## src/rtl/core/jdi_pkg.sv

```systemverilog
`timescale 1ns / 1ps
// ----------------------------------------------------------------------------
// jdi_pkg
// Shared types, constants and tables for the joystick direction indicator.
// ----------------------------------------------------------------------------
package jdi_pkg;

  localparam int LED_COUNT    = 8;
  localparam int LED_W        = (LED_COUNT > 1) ? $clog2(LED_COUNT) : 1;
  localparam int CORDIC_STEPS = 16;
  localparam int ATAN_LEN     = 24;
  localparam int SQRT_STEPS   = 18;
  localparam int DIV_STEPS    = 24;
  localparam int ITER_W       = 5;

  localparam int CFG_IDX_W  = 3;
  localparam int CFG_DATA_W = 13;

  // Angle units: fine accumulator is 2^-16 degree, output is 1/64 degree.
  localparam int ACC_W        = 27;
  localparam int DEG180_FINE  = 11796480;
  localparam int DEG360_FINE  = 23592960;
  localparam int ANG_ROUND    = 512;
  localparam int ANG_FULL     = 23040;
  localparam int ANG_Q1       = 5760;
  localparam int ANG_Q2       = 11520;
  localparam int ANG_Q3       = 17280;

  // LED index: angle * LED_COUNT / LED_DIV through a reciprocal with one fixup.
  localparam int LED_DIV      = 11520;
  localparam int LED_RECIP_SH = 32;
  localparam int RECIP_W      = 20;
  localparam logic [RECIP_W-1:0] LED_RECIP =
    RECIP_W'(((64'd1 << LED_RECIP_SH) + 64'(LED_DIV) - 64'd1) / 64'(LED_DIV));
  localparam int T_W  = 15 + LED_W + 1;
  localparam int QE_W = $clog2(2 * LED_COUNT + 2);

  localparam int DIST_MAX   = 131071;
  localparam int INTEN_ONE  = 4096;
  localparam int BLINK_BIAS = 45056;
  localparam int BLINK_SH   = 13;

  typedef enum logic [CFG_IDX_W-1:0] {
    REG_CENTER_X   = 3'd0,
    REG_CENTER_Y   = 3'd1,
    REG_FULL_SCALE = 3'd2,
    REG_DEAD_X     = 3'd3,
    REG_DEAD_Y     = 3'd4,
    REG_UPDATE_INT = 3'd5,
    REG_BLINK_BASE = 3'd6
  } cfg_reg_t;

  typedef enum logic [4:0] {
    ST_IDLE, ST_CHECK, ST_OFFSET, ST_MULX, ST_MULY, ST_CORDIC, ST_ANGFIX,
    ST_MULQX, ST_MULQY, ST_SQRTD, ST_DIVQ, ST_SQINIT, ST_SQRTQ, ST_COMMIT,
    ST_LEDEST, ST_LEDSET, ST_BLINKPREP, ST_BLINKTEST, ST_EMIT
  } ctrl_state_t;

  typedef enum logic [4:0] {
    OP_NOP, OP_SAMPLE, OP_TICK, OP_OFFSET, OP_MULX, OP_MULY, OP_CORDIC,
    OP_ANGFIX, OP_MULQX, OP_MULQY, OP_SQRTD, OP_DIVQ, OP_SQINIT, OP_SQRTQ,
    OP_COMMIT, OP_LEDEST, OP_LEDSET, OP_BLINKPREP, OP_BLINKTEST, OP_EMIT
  } dp_op_t;

  typedef struct packed {
    dp_op_t            op;
    logic [ITER_W-1:0] iter;
  } dp_cmd_t;

  typedef struct packed {
    logic data_ready;
    logic update_due;
    logic ox_zero;
    logic out_free;
  } dp_stat_t;

  function automatic logic [21:0] atan_fine(input logic [ITER_W-1:0] i);
    logic [21:0] v;
    case (i)
      5'd0:  v = 22'd2949120;
      5'd1:  v = 22'd1740967;
      5'd2:  v = 22'd919879;
      5'd3:  v = 22'd466945;
      5'd4:  v = 22'd234379;
      5'd5:  v = 22'd117304;
      5'd6:  v = 22'd58666;
      5'd7:  v = 22'd29335;
      5'd8:  v = 22'd14668;
      5'd9:  v = 22'd7334;
      5'd10: v = 22'd3667;
      5'd11: v = 22'd1833;
      5'd12: v = 22'd917;
      5'd13: v = 22'd458;
      5'd14: v = 22'd229;
      5'd15: v = 22'd115;
      5'd16: v = 22'd57;
      5'd17: v = 22'd29;
      5'd18: v = 22'd14;
      5'd19: v = 22'd7;
      5'd20: v = 22'd4;
      5'd21: v = 22'd2;
      5'd22: v = 22'd1;
      default: v = 22'd0;
    endcase
    return v;
  endfunction

endpackage

```

## src/rtl/core/jdi_ctrl.sv

```systemverilog
`timescale 1ns / 1ps
// ----------------------------------------------------------------------------
// jdi_ctrl
// Sequencer: input handshake, step ordering and iteration counts.
// ----------------------------------------------------------------------------
module jdi_ctrl import jdi_pkg::*; (
  input  logic     clk,
  input  logic     rst_n,
  input  logic     in_valid,
  input  logic     in_req_type,
  output logic     in_stall,
  input  dp_stat_t stat,
  output dp_cmd_t  cmd
);

  localparam logic [ITER_W-1:0] CORDIC_LAST = ITER_W'(CORDIC_STEPS - 1);
  localparam logic [ITER_W-1:0] SQRT_LAST   = ITER_W'(SQRT_STEPS - 1);
  localparam logic [ITER_W-1:0] DIV_LAST    = ITER_W'(DIV_STEPS - 1);

  ctrl_state_t       state_r, state_nxt;
  logic [ITER_W-1:0] iter_r, iter_nxt;
  logic              accept;

  assign in_stall = (state_r != ST_IDLE);
  assign accept   = in_valid && !in_stall;

  always_comb begin
    state_nxt = state_r;
    case (state_r)
      ST_IDLE: begin
        if (accept) state_nxt = in_req_type ? ST_CHECK : ST_EMIT;
      end
      ST_CHECK: begin
        if (!stat.data_ready)     state_nxt = ST_EMIT;
        else if (stat.update_due) state_nxt = ST_OFFSET;
        else                      state_nxt = ST_BLINKPREP;
      end
      ST_OFFSET:  state_nxt = ST_MULX;
      ST_MULX:    state_nxt = stat.ox_zero ? ST_BLINKPREP : ST_MULY;
      ST_MULY:    state_nxt = ST_CORDIC;
      ST_CORDIC: begin
        if (iter_r == CORDIC_LAST) state_nxt = ST_ANGFIX;
      end
      ST_ANGFIX:  state_nxt = ST_MULQX;
      ST_MULQX:   state_nxt = ST_MULQY;
      ST_MULQY:   state_nxt = ST_SQRTD;
      ST_SQRTD: begin
        if (iter_r == SQRT_LAST) state_nxt = ST_DIVQ;
      end
      ST_DIVQ: begin
        if (iter_r == DIV_LAST) state_nxt = ST_SQINIT;
      end
      ST_SQINIT:  state_nxt = ST_SQRTQ;
      ST_SQRTQ: begin
        if (iter_r == SQRT_LAST) state_nxt = ST_COMMIT;
      end
      ST_COMMIT:    state_nxt = ST_LEDEST;
      ST_LEDEST:    state_nxt = ST_LEDSET;
      ST_LEDSET:    state_nxt = ST_BLINKPREP;
      ST_BLINKPREP: state_nxt = ST_BLINKTEST;
      ST_BLINKTEST: state_nxt = ST_EMIT;
      ST_EMIT: begin
        if (stat.out_free) state_nxt = ST_IDLE;
      end
      default: state_nxt = ST_IDLE;
    endcase
  end

  assign iter_nxt = (state_nxt != state_r) ? '0 : iter_r + 1'b1;

  always_comb begin
    cmd.iter = iter_r;
    case (state_r)
      ST_IDLE:      cmd.op = accept ? (in_req_type ? OP_TICK : OP_SAMPLE) : OP_NOP;
      ST_CHECK:     cmd.op = OP_NOP;
      ST_OFFSET:    cmd.op = OP_OFFSET;
      ST_MULX:      cmd.op = OP_MULX;
      ST_MULY:      cmd.op = OP_MULY;
      ST_CORDIC:    cmd.op = OP_CORDIC;
      ST_ANGFIX:    cmd.op = OP_ANGFIX;
      ST_MULQX:     cmd.op = OP_MULQX;
      ST_MULQY:     cmd.op = OP_MULQY;
      ST_SQRTD:     cmd.op = OP_SQRTD;
      ST_DIVQ:      cmd.op = OP_DIVQ;
      ST_SQINIT:    cmd.op = OP_SQINIT;
      ST_SQRTQ:     cmd.op = OP_SQRTQ;
      ST_COMMIT:    cmd.op = OP_COMMIT;
      ST_LEDEST:    cmd.op = OP_LEDEST;
      ST_LEDSET:    cmd.op = OP_LEDSET;
      ST_BLINKPREP: cmd.op = OP_BLINKPREP;
      ST_BLINKTEST: cmd.op = OP_BLINKTEST;
      ST_EMIT:      cmd.op = stat.out_free ? OP_EMIT : OP_NOP;
      default:      cmd.op = OP_NOP;
    endcase
  end

  always_ff @(posedge clk) begin
    if (!rst_n) begin
      state_r <= ST_IDLE;
      iter_r  <= '0;
    end else begin
      state_r <= state_nxt;
      iter_r  <= iter_nxt;
    end
  end

endmodule

```

## src/rtl/core/jdi_dp.sv

```systemverilog
`timescale 1ns / 1ps
// ----------------------------------------------------------------------------
// jdi_dp
// Datapath: config, time keeping, CORDIC, shared square root, divider,
// LED selection, blink timer and the output word register.
// ----------------------------------------------------------------------------
module jdi_dp import jdi_pkg::*; (
  input  logic                  clk,
  input  logic                  rst_n,
  input  dp_cmd_t               cmd,
  output dp_stat_t              stat,
  input  logic [11:0]           in_x_sample,
  input  logic [11:0]           in_y_sample,
  input  logic                  cfg_we,
  input  logic [CFG_IDX_W-1:0]  cfg_index,
  input  logic [CFG_DATA_W-1:0] cfg_wdata,
  output logic                  out_valid,
  input  logic                  out_stall,
  output logic [7:0]            out_led_pattern,
  output logic [2:0]            out_led_index,
  output logic [14:0]           out_angle_out,
  output logic [16:0]           out_distance_out,
  output logic [12:0]           out_intensity_out,
  output logic signed [13:0]    out_offset_x,
  output logic signed [13:0]    out_offset_y
);

  localparam int CW   = 34;
  localparam int SQ_W = 36;

  function automatic logic [13:0] mag15(input logic signed [14:0] v);
    return v[14] ? 14'(-v) : 14'(v);
  endfunction

  // configuration
  logic [11:0] cx_r, cy_r, base_r;
  logic [12:0] fs_r;
  logic [5:0]  dx_r, dy_r;
  logic [9:0]  upd_int_r;

  // architectural state
  logic [31:0]          now_r, last_upd_r, last_blink_r;
  logic [12:0]          held_x_r;
  logic [11:0]          held_y_r;
  logic                 ready_r;
  logic [14:0]          angle_r;
  logic [16:0]          dist_r;
  logic [12:0]          inten_r;
  logic signed [13:0]   offx_r, offy_r;
  logic [LED_W-1:0]     sel_r;
  logic                 lit_r;
  logic                 out_valid_r;

  // work registers
  logic signed [14:0]   ox_r;
  logic signed [13:0]   oy_r;
  logic [27:0]          prod_r, d2_r, c2_r;
  logic signed [CW-1:0] cx_w_r, cy_w_r;
  logic signed [ACC_W-1:0] acc_r;
  logic [14:0]          ang_r;
  logic [SQ_W-1:0]      sq_v_r, sq_q_r, sq_b_r;
  logic [27:0]          rem_r;
  logic [DIV_STEPS-1:0] quo_r;
  logic                 quo_sat_r;
  logic [16:0]          dtmp_r;
  logic [QE_W-1:0]      qe_r;
  logic [34:0]          e5_r;
  logic [28:0]          rhs_r;

  // combinational helpers
  logic signed [14:0] ox_c, qx_c, qy_c;
  logic signed [13:0] oy_c;
  logic [27:0]        sq_ox, sq_oy, sq_qx, sq_qy;
  logic [12:0]        held_x_c;
  logic [31:0]        upd_elap, blink_elap;
  logic signed [CW-1:0]    cx_sh, cy_sh;
  logic signed [ACC_W-1:0] atan_c, acc_wrap;
  logic [ACC_W-1:0]        acc_rnd;
  logic [14:0]        ang_c;
  logic [SQ_W-1:0]    sq_trial;
  logic [28:0]        rem2;
  logic [12:0]        lim_c;
  logic [T_W-1:0]     t_c;
  logic [T_W+RECIP_W-1:0] tm_c;
  logic [QE_W+13:0]   qchk_c;
  logic [QE_W-1:0]    q_c, idx_c;
  logic [16:0]        i10_c, diff_c;
  logic [31:0]        pat_c;

  assign held_x_c = (13'(in_x_sample) > fs_r) ? 13'd0 : fs_r - 13'(in_x_sample);
  assign ox_c = $signed({2'b00, held_x_r}) - $signed({3'b000, cx_r});
  assign oy_c = $signed({2'b00, held_y_r}) - $signed({2'b00, cy_r});
  assign upd_elap   = now_r - last_upd_r;
  assign blink_elap = now_r - last_blink_r;

  // quadrant corner, chosen from the unmasked angle
  always_comb begin
    if (ang_r < 15'(ANG_Q1)) begin
      qx_c = $signed({2'b00, fs_r}) - $signed({3'b000, cx_r});
      qy_c = $signed({2'b00, fs_r}) - $signed({3'b000, cy_r});
    end else if (ang_r < 15'(ANG_Q2)) begin
      qx_c = $signed({3'b000, cx_r});
      qy_c = $signed({2'b00, fs_r}) - $signed({3'b000, cy_r});
    end else if (ang_r < 15'(ANG_Q3)) begin
      qx_c = $signed({3'b000, cx_r});
      qy_c = $signed({3'b000, cy_r});
    end else begin
      qx_c = $signed({2'b00, fs_r}) - $signed({3'b000, cx_r});
      qy_c = $signed({3'b000, cy_r});
    end
  end

  assign sq_ox = mag15(ox_r) * mag15(ox_r);
  assign sq_oy = mag15(15'(oy_r)) * mag15(15'(oy_r));
  assign sq_qx = mag15(qx_c) * mag15(qx_c);
  assign sq_qy = mag15(qy_c) * mag15(qy_c);

  // CORDIC micro-rotation
  assign cx_sh  = cx_w_r >>> cmd.iter;
  assign cy_sh  = cy_w_r >>> cmd.iter;
  assign atan_c = $signed(ACC_W'(atan_fine(cmd.iter)));

  always_comb begin
    if (acc_r < 0)                        acc_wrap = acc_r + ACC_W'(DEG360_FINE);
    else if (acc_r >= ACC_W'(DEG360_FINE)) acc_wrap = acc_r - ACC_W'(DEG360_FINE);
    else                                  acc_wrap = acc_r;
    acc_rnd = ACC_W'(acc_wrap + ACC_W'(ANG_ROUND)) >> 10;
    ang_c   = (acc_rnd[14:0] >= 15'(ANG_FULL)) ? acc_rnd[14:0] - 15'(ANG_FULL)
                                               : acc_rnd[14:0];
  end

  assign sq_trial = sq_q_r + sq_b_r;
  assign rem2     = {rem_r, 1'b0};
  assign lim_c    = (13'(dx_r) * 13'(dx_r)) + (13'(dy_r) * 13'(dy_r));

  // LED selection
  assign t_c    = T_W'(angle_r) * T_W'(LED_COUNT);
  assign tm_c   = (T_W+RECIP_W)'(t_c) * (T_W+RECIP_W)'(LED_RECIP);
  assign qchk_c = (QE_W+14)'(qe_r) * (QE_W+14)'(LED_DIV);
  always_comb begin
    q_c   = (qchk_c > (QE_W+14)'(t_c)) ? qe_r - 1'b1 : qe_r;
    idx_c = QE_W'(q_c + 1'b1) >> 1;
    if (idx_c >= QE_W'(LED_COUNT)) idx_c = idx_c - QE_W'(LED_COUNT);
  end

  assign i10_c  = {1'b0, inten_r, 3'b000} + {3'b000, inten_r, 1'b0};
  assign diff_c = (i10_c <= 17'(BLINK_BIAS)) ? 17'(BLINK_BIAS) - i10_c
                                             : i10_c - 17'(BLINK_BIAS);
  assign pat_c  = lit_r ? (32'd1 << sel_r) : 32'd0;

  assign stat.data_ready = ready_r;
  assign stat.update_due = upd_elap > 32'(upd_int_r);
  assign stat.ox_zero    = (ox_r == '0);
  assign stat.out_free   = !out_valid_r || !out_stall;

  // architectural and config registers
  always_ff @(posedge clk) begin
    if (!rst_n) begin
      cx_r <= 12'd537; cy_r <= 12'd497; fs_r <= 13'd4096;
      dx_r <= 6'd5; dy_r <= 6'd5; upd_int_r <= 10'd10; base_r <= 12'd250;
      now_r <= '0; last_upd_r <= '0; last_blink_r <= '0;
      held_x_r <= '0; held_y_r <= '0; ready_r <= 1'b0;
      angle_r <= '0; dist_r <= '0; inten_r <= '0;
      offx_r <= '0; offy_r <= '0; sel_r <= '0; lit_r <= 1'b0;
      out_valid_r <= 1'b0;
    end else begin
      if (cfg_we) begin
        case (cfg_reg_t'(cfg_index))
          REG_CENTER_X:   cx_r      <= cfg_wdata[11:0];
          REG_CENTER_Y:   cy_r      <= cfg_wdata[11:0];
          REG_FULL_SCALE: fs_r      <= cfg_wdata;
          REG_DEAD_X:     dx_r      <= cfg_wdata[5:0];
          REG_DEAD_Y:     dy_r      <= cfg_wdata[5:0];
          REG_UPDATE_INT: upd_int_r <= cfg_wdata[9:0];
          REG_BLINK_BASE: base_r    <= cfg_wdata[11:0];
          default: ;
        endcase
      end
      if (cmd.op == OP_EMIT) out_valid_r <= 1'b1;
      else if (out_valid_r && !out_stall) out_valid_r <= 1'b0;
      case (cmd.op)
        OP_SAMPLE: begin
          held_x_r <= held_x_c;
          held_y_r <= in_y_sample;
          ready_r  <= 1'b1;
        end
        OP_TICK: now_r <= now_r + 32'd1;
        OP_OFFSET: begin
          last_upd_r <= now_r;
          offx_r     <= 14'(ox_c);
          offy_r     <= oy_c;
        end
        OP_COMMIT: begin
          angle_r <= ({1'b0, dtmp_r} < {1'b0, lim_c, 4'b0000}) ? 15'd0 : ang_r;
          dist_r  <= dtmp_r;
          inten_r <= sq_q_r[12:0];
        end
        OP_LEDSET: begin
          sel_r <= LED_W'(idx_c);
          if (LED_W'(idx_c) != sel_r) lit_r <= 1'b1;
        end
        OP_BLINKTEST: begin
          if ({e5_r, {BLINK_SH{1'b0}}} > (35 + BLINK_SH)'(rhs_r)) begin
            last_blink_r <= now_r;
            lit_r        <= !lit_r;
          end
        end
        default: ;
      endcase
    end
  end

  // work registers and output word
  always_ff @(posedge clk) begin
    case (cmd.op)
      OP_OFFSET: begin
        ox_r <= ox_c;
        oy_r <= oy_c;
      end
      OP_MULX: begin
        prod_r <= sq_ox;
        if (ox_r[14]) begin
          cx_w_r <= -(CW'(ox_r) <<< 16);
          cy_w_r <= -(CW'(oy_r) <<< 16);
          acc_r  <= ACC_W'(DEG180_FINE);
        end else begin
          cx_w_r <= CW'(ox_r) <<< 16;
          cy_w_r <= CW'(oy_r) <<< 16;
          acc_r  <= '0;
        end
      end
      OP_MULY: d2_r <= prod_r + sq_oy;
      OP_CORDIC: begin
        if (!cy_w_r[CW-1]) begin
          cx_w_r <= cx_w_r + cy_sh;
          cy_w_r <= cy_w_r - cx_sh;
          acc_r  <= acc_r + atan_c;
        end else begin
          cx_w_r <= cx_w_r - cy_sh;
          cy_w_r <= cy_w_r + cx_sh;
          acc_r  <= acc_r - atan_c;
        end
      end
      OP_ANGFIX: ang_r <= ang_c;
      OP_MULQX:  prod_r <= sq_qx;
      OP_MULQY: begin
        c2_r   <= prod_r + sq_qy;
        sq_v_r <= SQ_W'({d2_r, 8'h00});
        sq_q_r <= '0;
        sq_b_r <= SQ_W'(1) << (SQ_W - 2);
      end
      OP_SQRTD, OP_SQRTQ: begin
        if (sq_v_r >= sq_trial) begin
          sq_v_r <= sq_v_r - sq_trial;
          sq_q_r <= (sq_q_r >> 1) + sq_b_r;
        end else begin
          sq_q_r <= sq_q_r >> 1;
        end
        sq_b_r <= sq_b_r >> 2;
        // load the divider while the first root runs
        if (cmd.op == OP_SQRTD && cmd.iter == '0) begin
          rem_r     <= d2_r;
          quo_r     <= '0;
          quo_sat_r <= (d2_r >= c2_r);
        end
      end
      OP_DIVQ: begin
        if (rem2 >= {1'b0, c2_r}) begin
          rem_r <= 28'(rem2 - {1'b0, c2_r});
          quo_r <= {quo_r[DIV_STEPS-2:0], 1'b1};
        end else begin
          rem_r <= rem2[27:0];
          quo_r <= {quo_r[DIV_STEPS-2:0], 1'b0};
        end
      end
      OP_SQINIT: begin
        dtmp_r <= (sq_q_r > SQ_W'(DIST_MAX)) ? 17'(DIST_MAX) : sq_q_r[16:0];
        sq_v_r <= quo_sat_r ? SQ_W'(INTEN_ONE * INTEN_ONE) : SQ_W'(quo_r);
        sq_q_r <= '0;
        sq_b_r <= SQ_W'(1) << (SQ_W - 2);
      end
      OP_LEDEST: qe_r <= QE_W'(tm_c >> LED_RECIP_SH);
      OP_BLINKPREP: begin
        e5_r  <= {1'b0, blink_elap, 2'b00} + 35'(blink_elap);
        rhs_r <= 29'(base_r) * 29'(diff_c);
      end
      OP_EMIT: begin
        out_led_pattern   <= pat_c[7:0];
        out_led_index     <= 3'(sel_r);
        out_angle_out     <= angle_r;
        out_distance_out  <= dist_r;
        out_intensity_out <= inten_r;
        out_offset_x      <= offx_r;
        out_offset_y      <= offy_r;
      end
      default: ;
    endcase
  end

  assign out_valid = out_valid_r;

endmodule

```

## src/rtl/core/joystick_direction_indicator.sv

```systemverilog
`timescale 1ns / 1ps
// ----------------------------------------------------------------------------
// joystick_direction_indicator
// Joystick sample and tick processor that drives a ring of direction LEDs.
// ----------------------------------------------------------------------------
// Input words carry either a sample pair (in_req_type 0) or a one millisecond
// tick (in_req_type 1). Every accepted word gives exactly one output word that
// shows the LED pattern, LED index, angle, distance, intensity and offsets
// after that word took effect.
// A sample word goes from accept straight to the emit state; a tick with no
// recompute skips the arithmetic steps; a tick that recomputes runs the CORDIC
// loop, the shared bit-serial square root (18 steps, used twice) and the
// 24-step restoring divider, all in turn under the sequencer. One word is in
// flight at a time.
// The output word sits in a register: the next input word is taken while it
// waits. With out_stall high the word and out_valid hold, and the block
// holds in_stall high once it has its next result ready.
// Reset (rst_n low, synchronous) loads the register defaults, clears time,
// held samples and results, and turns all LEDs off. Config writes go on the
// cfg port at any time the block is idle.
// ----------------------------------------------------------------------------
module joystick_direction_indicator import jdi_pkg::*; (
  input  logic                  clk,
  input  logic                  rst_n,
  input  logic                  in_valid,
  output logic                  in_stall,
  input  logic                  in_req_type,
  input  logic [11:0]           in_x_sample,
  input  logic [11:0]           in_y_sample,
  output logic                  out_valid,
  input  logic                  out_stall,
  output logic [7:0]            out_led_pattern,
  output logic [2:0]            out_led_index,
  output logic [14:0]           out_angle_out,
  output logic [16:0]           out_distance_out,
  output logic [12:0]           out_intensity_out,
  output logic signed [13:0]    out_offset_x,
  output logic signed [13:0]    out_offset_y,
  input  logic                  cfg_we,
  input  logic [CFG_IDX_W-1:0]  cfg_index,
  input  logic [CFG_DATA_W-1:0] cfg_wdata
);

  dp_cmd_t  cmd;
  dp_stat_t stat;

  // sequencer: owns the input handshake and steps the datapath
  jdi_ctrl u_ctrl (
    .clk         (clk),
    .rst_n       (rst_n),
    .in_valid    (in_valid),
    .in_req_type (in_req_type),
    .in_stall    (in_stall),
    .stat        (stat),
    .cmd         (cmd)
  );

  // datapath: state, arithmetic units and the output word register
  jdi_dp u_dp (
    .clk               (clk),
    .rst_n             (rst_n),
    .cmd               (cmd),
    .stat              (stat),
    .in_x_sample       (in_x_sample),
    .in_y_sample       (in_y_sample),
    .cfg_we            (cfg_we),
    .cfg_index         (cfg_index),
    .cfg_wdata         (cfg_wdata),
    .out_valid         (out_valid),
    .out_stall         (out_stall),
    .out_led_pattern   (out_led_pattern),
    .out_led_index     (out_led_index),
    .out_angle_out     (out_angle_out),
    .out_distance_out  (out_distance_out),
    .out_intensity_out (out_intensity_out),
    .out_offset_x      (out_offset_x),
    .out_offset_y      (out_offset_y)
  );

endmodule

```

## config.mk

```make
export PLATFORM = sky130hd
export DESIGN_NAME = joystick_direction_indicator
export DESIGN_NICKNAME = d
export VERILOG_FILES = /design/src/rtl/core/jdi_pkg.sv /design/src/rtl/core/jdi_ctrl.sv /design/src/rtl/core/jdi_dp.sv /design/src/rtl/core/joystick_direction_indicator.sv
export SDC_FILE = /design/constraint.sdc
export NUM_CORES = 2
export LEC_CHECK = 0
export BUFFER_PORTS_ARGS = -buffer_cell sky130_fd_sc_hd__buf_2
export CAP_MARGIN = 0
export CORE_ASPECT_RATIO = 1.1
export CORE_MARGIN = 8
export CORE_UTILIZATION = 50
export CTS_BUF_LIST = sky130_fd_sc_hd__clkbuf_4 sky130_fd_sc_hd__clkbuf_8
export CTS_CLUSTER_SIZE = 20
export DETAILED_ROUTE_END_ITERATION = 10
export PLACE_DENSITY = 0.66
export SYNTH_ARGS = -nofsm -noshare
export SYNTH_HDL_FRONTEND = slang
export SYNTH_SLANG_ARGS = --single-unit
```

## constraint.sdc

```tcl
create_clock -name clk -period 15.9 [get_ports clk]
set_input_delay 1.59 -clock clk [delete_from_list [all_inputs] [get_ports clk]]
set_output_delay 1.59 -clock clk [all_outputs]
set_load 0.005 [all_outputs]
```

==> impl_metrics.yaml <==
run_status:
  status: "finished clean"
clock_tree:
  clock-sinks: 833
  root_buffer: "clkbuf_8"
  clk_path_buf_depth: 3
  clkTransAtPathRegs_ns: 0.06
  h-tree-depth: 4
  cts_resized: 0
  cts_tree: "built"
  clk-insertion-delay-late_ns: 0.96
  cts_made_buffers: 150
  cts_setup_buffers: 0
  holdBufCountCts: 0
yosys:
  ys_async_sr_fraction_pct: 0
  ys_types: 91
  ys_warn_count: 0
  synth_area_sq_um: 90900
  synth_seq_cells: 833
  syn_area_per_cell_sq_um: 9.28
  synth_cells: 9790
  synth-edff-count: 531
  seq_area_frac_synth_pct: 24.2
  synth-main-ff-cell: "edfxtp_1"
cells_and_area:
  nFillCells: 16300
  areaGrowthSynthToFinish_pct: 7.46
  nNetsFinal: 11800
  drive_above_1_share_pct: 6.89
critical_path:
  crit_top_cell: "fa_1"
  reg2reg_to: "u_dp.c2_r[27]$_DFFE_PP_"
  cp_data_required_time_ns: 16.54
  cp_max_fo: 9
  slowest_delay_ns: 0.67
  path_buf_inv: 4
  cp-end-kind: "flip-flop"
  criticalPathCategory: "flip-flop to flip-flop"
  worstReg2RegStart: "u_dp.cy_r[1]$_SDFFE_PN0P_"
  arrival_ns: 11.16
  slowest_stage: "xor2_1"
  rrSetupSlack_ns: 5.38
  cp-start-kind: "flip-flop"
  crit_family: "adder cells"
  reg2regPathDepth: 35
sta:
  hold_viol_final: 0
  whs_ns: 0.424
  finalClockSkew_ns: 0.0686
  finalSetupTns_ns: 0
  timing.final.crit_share_pct: 66.2
  setup-violations-final: 0
  grt_setup_unrepaired: "no"
  slew_headroom_pct: 20.2
  max_freq_mhz: 95.1
  drv_slew: 0
  fin_crit_ns: 10.52
  tightestPinTransition_ns: 1.19
grt:
  grt_start_max_net_pins: 103
  grt_pass1_vias: 71400
  grt.total_usage_pct: 24.5
  grt_pass1_wl_um: 387000
  antenna_found_initial: 14
  gr-total-overflow: 0
floorplan:
  placementRows: 164
  die_w_um: 423
  start_util_pct: 50.2
  dieArea_sq_um: 196000
  core_area_sq_um: 181000
  io_pins: 132
  die_h_um: 463
job:
  maxCapViolCount: 0
min_path:
  min_path_cells: 0
  min_path_type: "flip-flop to flip-flop"
  hold_path_end: "u_dp.out_offset_x[3]$_DFFE_PP_"
  min-delay-start: "u_dp.offx_r[3]$_SDFFE_PN0N_"
routing:
  final_antenna_net_count: 0
  drcViolationCount: 0
  vias: 69800
  wl_per_cell_um: 19.5
  drt_iter0_markers: 4341
  drt_pass1_iterations: 6
  via_per_inst: 5.60
  wirelength_um: 243000
placed_design:
  portBuffers: 131
  dp_hpwl_um: 194000
  routabilityCongestion: 0.924
-- logic make-up after synthesis --
family                   Yosys count  synth area share, %
AND/OR/NAND/NOR                 2848                 14.6
XOR/XNOR                         651                 6.27
flip-flops                       833                 24.2
AO/OA/AOI/OAI                   1801                 12.8
multiplexers                     238                 3.89
buffers and inverters           1601                 6.70
other                              2              0.00826
adder cells (fa/ha/maj)         1816                 31.5
-- state kept, by name, summed over array words and instances (netlist names), 24 cells and up --
register and cells:
u_dp.acc_r 27, u_dp.c2_r 28, u_dp.cx_w_r 34, u_dp.cy_w_r 34, u_dp.d2_r 28, u_dp.e5_r 35
u_dp.last_blink_r 32, u_dp.last_upd_r 32, u_dp.now_r 32, u_dp.prod_r 27, u_dp.quo_r 24, u_dp.rem_r 28
u_dp.rhs_r 28, u_dp.sq_q_r 36, u_dp.sq_v_r 36
-- worst max path at each step --
stage,from,to,cells past startpoint
2_1_floorplan,u_dp.cy_r[1]$_SDFFE_PN0P_,u_dp.c2_r[24]$_DFFE_PP_,35
3_3_place_gp,u_dp.fs_r[1]$_SDFFE_PN0P_,u_dp.c2_r[24]$_DFFE_PP_,34
3_5_place_dp,u_dp.cy_r[1]$_SDFFE_PN0P_,u_dp.c2_r[27]$_DFFE_PP_,35
4_1_cts,u_dp.cy_r[1]$_SDFFE_PN0P_,u_dp.c2_r[27]$_DFFE_PP_,35
5_1_grt,u_dp.fs_r[1]$_SDFFE_PN0P_,u_dp.c2_r[24]$_DFFE_PP_,35
6_report,u_dp.cy_r[1]$_SDFFE_PN0P_,u_dp.c2_r[27]$_DFFE_PP_,35
-- layout make-up --
| type | instances | area [sq um] | share of cell area (%) |
|---|---|---|---|
| flip-flops and latches | 833 | 22000 | 22.5 |
| clock inverters | 63 | 611 | 0.625 |
| diodes | 19 | 47.5 | 0.0487 |
| repair buffers | 217 | 1310 | 1.34 |
| well taps | 2407 | 3010 | 3.08 |
| inverters | 1300 | 4880 | 5.00 |
| clock buffers | 216 | 2670 | 2.74 |
| multi-input cells | 7405 | 63100 | 64.6 |
-- cell usage in the layout (no fill, tap or decap), types with 204 or more instances in the layout --
cell,n
nand2_1,1034
fa_1,785
nor2_1,694
dfxtp_1,298
xnor2_1,411
a21oi_1,446
edfxtp_1,531
ha_1,1031
xor2_1,240
inv_1,1272
o21ai_0,352
and2_1,204
-- metal layers --
layer / vias up / share of wire (%) / track usage, %
met1: 34200 / 42 / 31.1
met5: - / 0 / 0
li1: 33400 / - / -
met3: 451 / 5.2 / 2.90
met4: 0 / 4.7 / 10.7
met2: 1803 / 48 / 41.9
-- metrics by stage --
| stage | utilization, % | area (sq um) | worst slack, ns | instances |
|---|---|---|---|---|
| 2_1_floorplan | - | 91100 | 6.79 | 9839 |
| 3_3_place_gp | 52.1 | 94300 | 5.86 | 12200 |
| 3_5_place_dp | 52.1 | 94300 | 5.58 | 12200 |
| 4_1_cts | 53.9 | 97600 | 5.49 | 12400 |
| 5_1_grt | 53.9 | 97700 | 4.65 | 12500 |
| 6_report | 53.9 | 97700 | 5.38 | 12500 |
-- cells in the mapped netlist (18+ instances only) --
cell type | instances | area, sq um
inv_1 | 1274 | 4780
nand2_1 | 1037 | 3890
ha_1 | 1031 | 12900
fa_1 | 785 | 15700
nor2_1 | 696 | 2610
edfxtp_1 | 531 | 15900
a21oi_1 | 447 | 2240
xnor2_1 | 411 | 3600
o21ai_0 | 353 | 1770
dfxtp_1 | 302 | 6050
xor2_1 | 240 | 2100
clkbuf_1 | 234 | 878
and2_1 | 204 | 1280
a21o_1 | 182 | 1370
a21boi_0 | 177 | 1330
nor2b_1 | 170 | 1060
nor3_1 | 149 | 746
nand3_1 | 144 | 721
mux2i_1 | 120 | 1200
nand2b_1 | 119 | 744
mux4_2 | 86 | 1940
o21a_1 | 81 | 608
and3_1 | 79 | 494
a31oi_1 | 75 | 469
o21bai_1 | 75 | 563
or3_1 | 67 | 419
nand4_1 | 56 | 350
a211oi_1 | 53 | 398
o31ai_1 | 45 | 338
buf_1 | 39 | 146
a22oi_1 | 35 | 263
nor4_1 | 34 | 213
o211ai_1 | 31 | 233
mux2_2 | 29 | 327
a31o_2 | 24 | 210
o21ai_1 | 22 | 110
o31a_1 | 22 | 193
a22o_1 | 20 | 175
or2_2 | 20 | 125
clkinv_1 | 18 | 67.6
nor3b_1 | 18 | 135
-- worst reg2reg max path: cells and delay by family, from the launching register on --
family	cells	cell delay (ns)
adder cells (fa/ha/maj)	8	3.65
AO/OA/AOI/OAI	15	3.37
AND/OR/NAND/NOR	6	1.26
XOR/XNOR	2	0.77
buffers and inverters	4	0.74
flip-flops	1	0.45
Power is left out: the tool's default activity adds up to more than one toggle a clock period on the data nets, which glitch-free logic cannot reach.
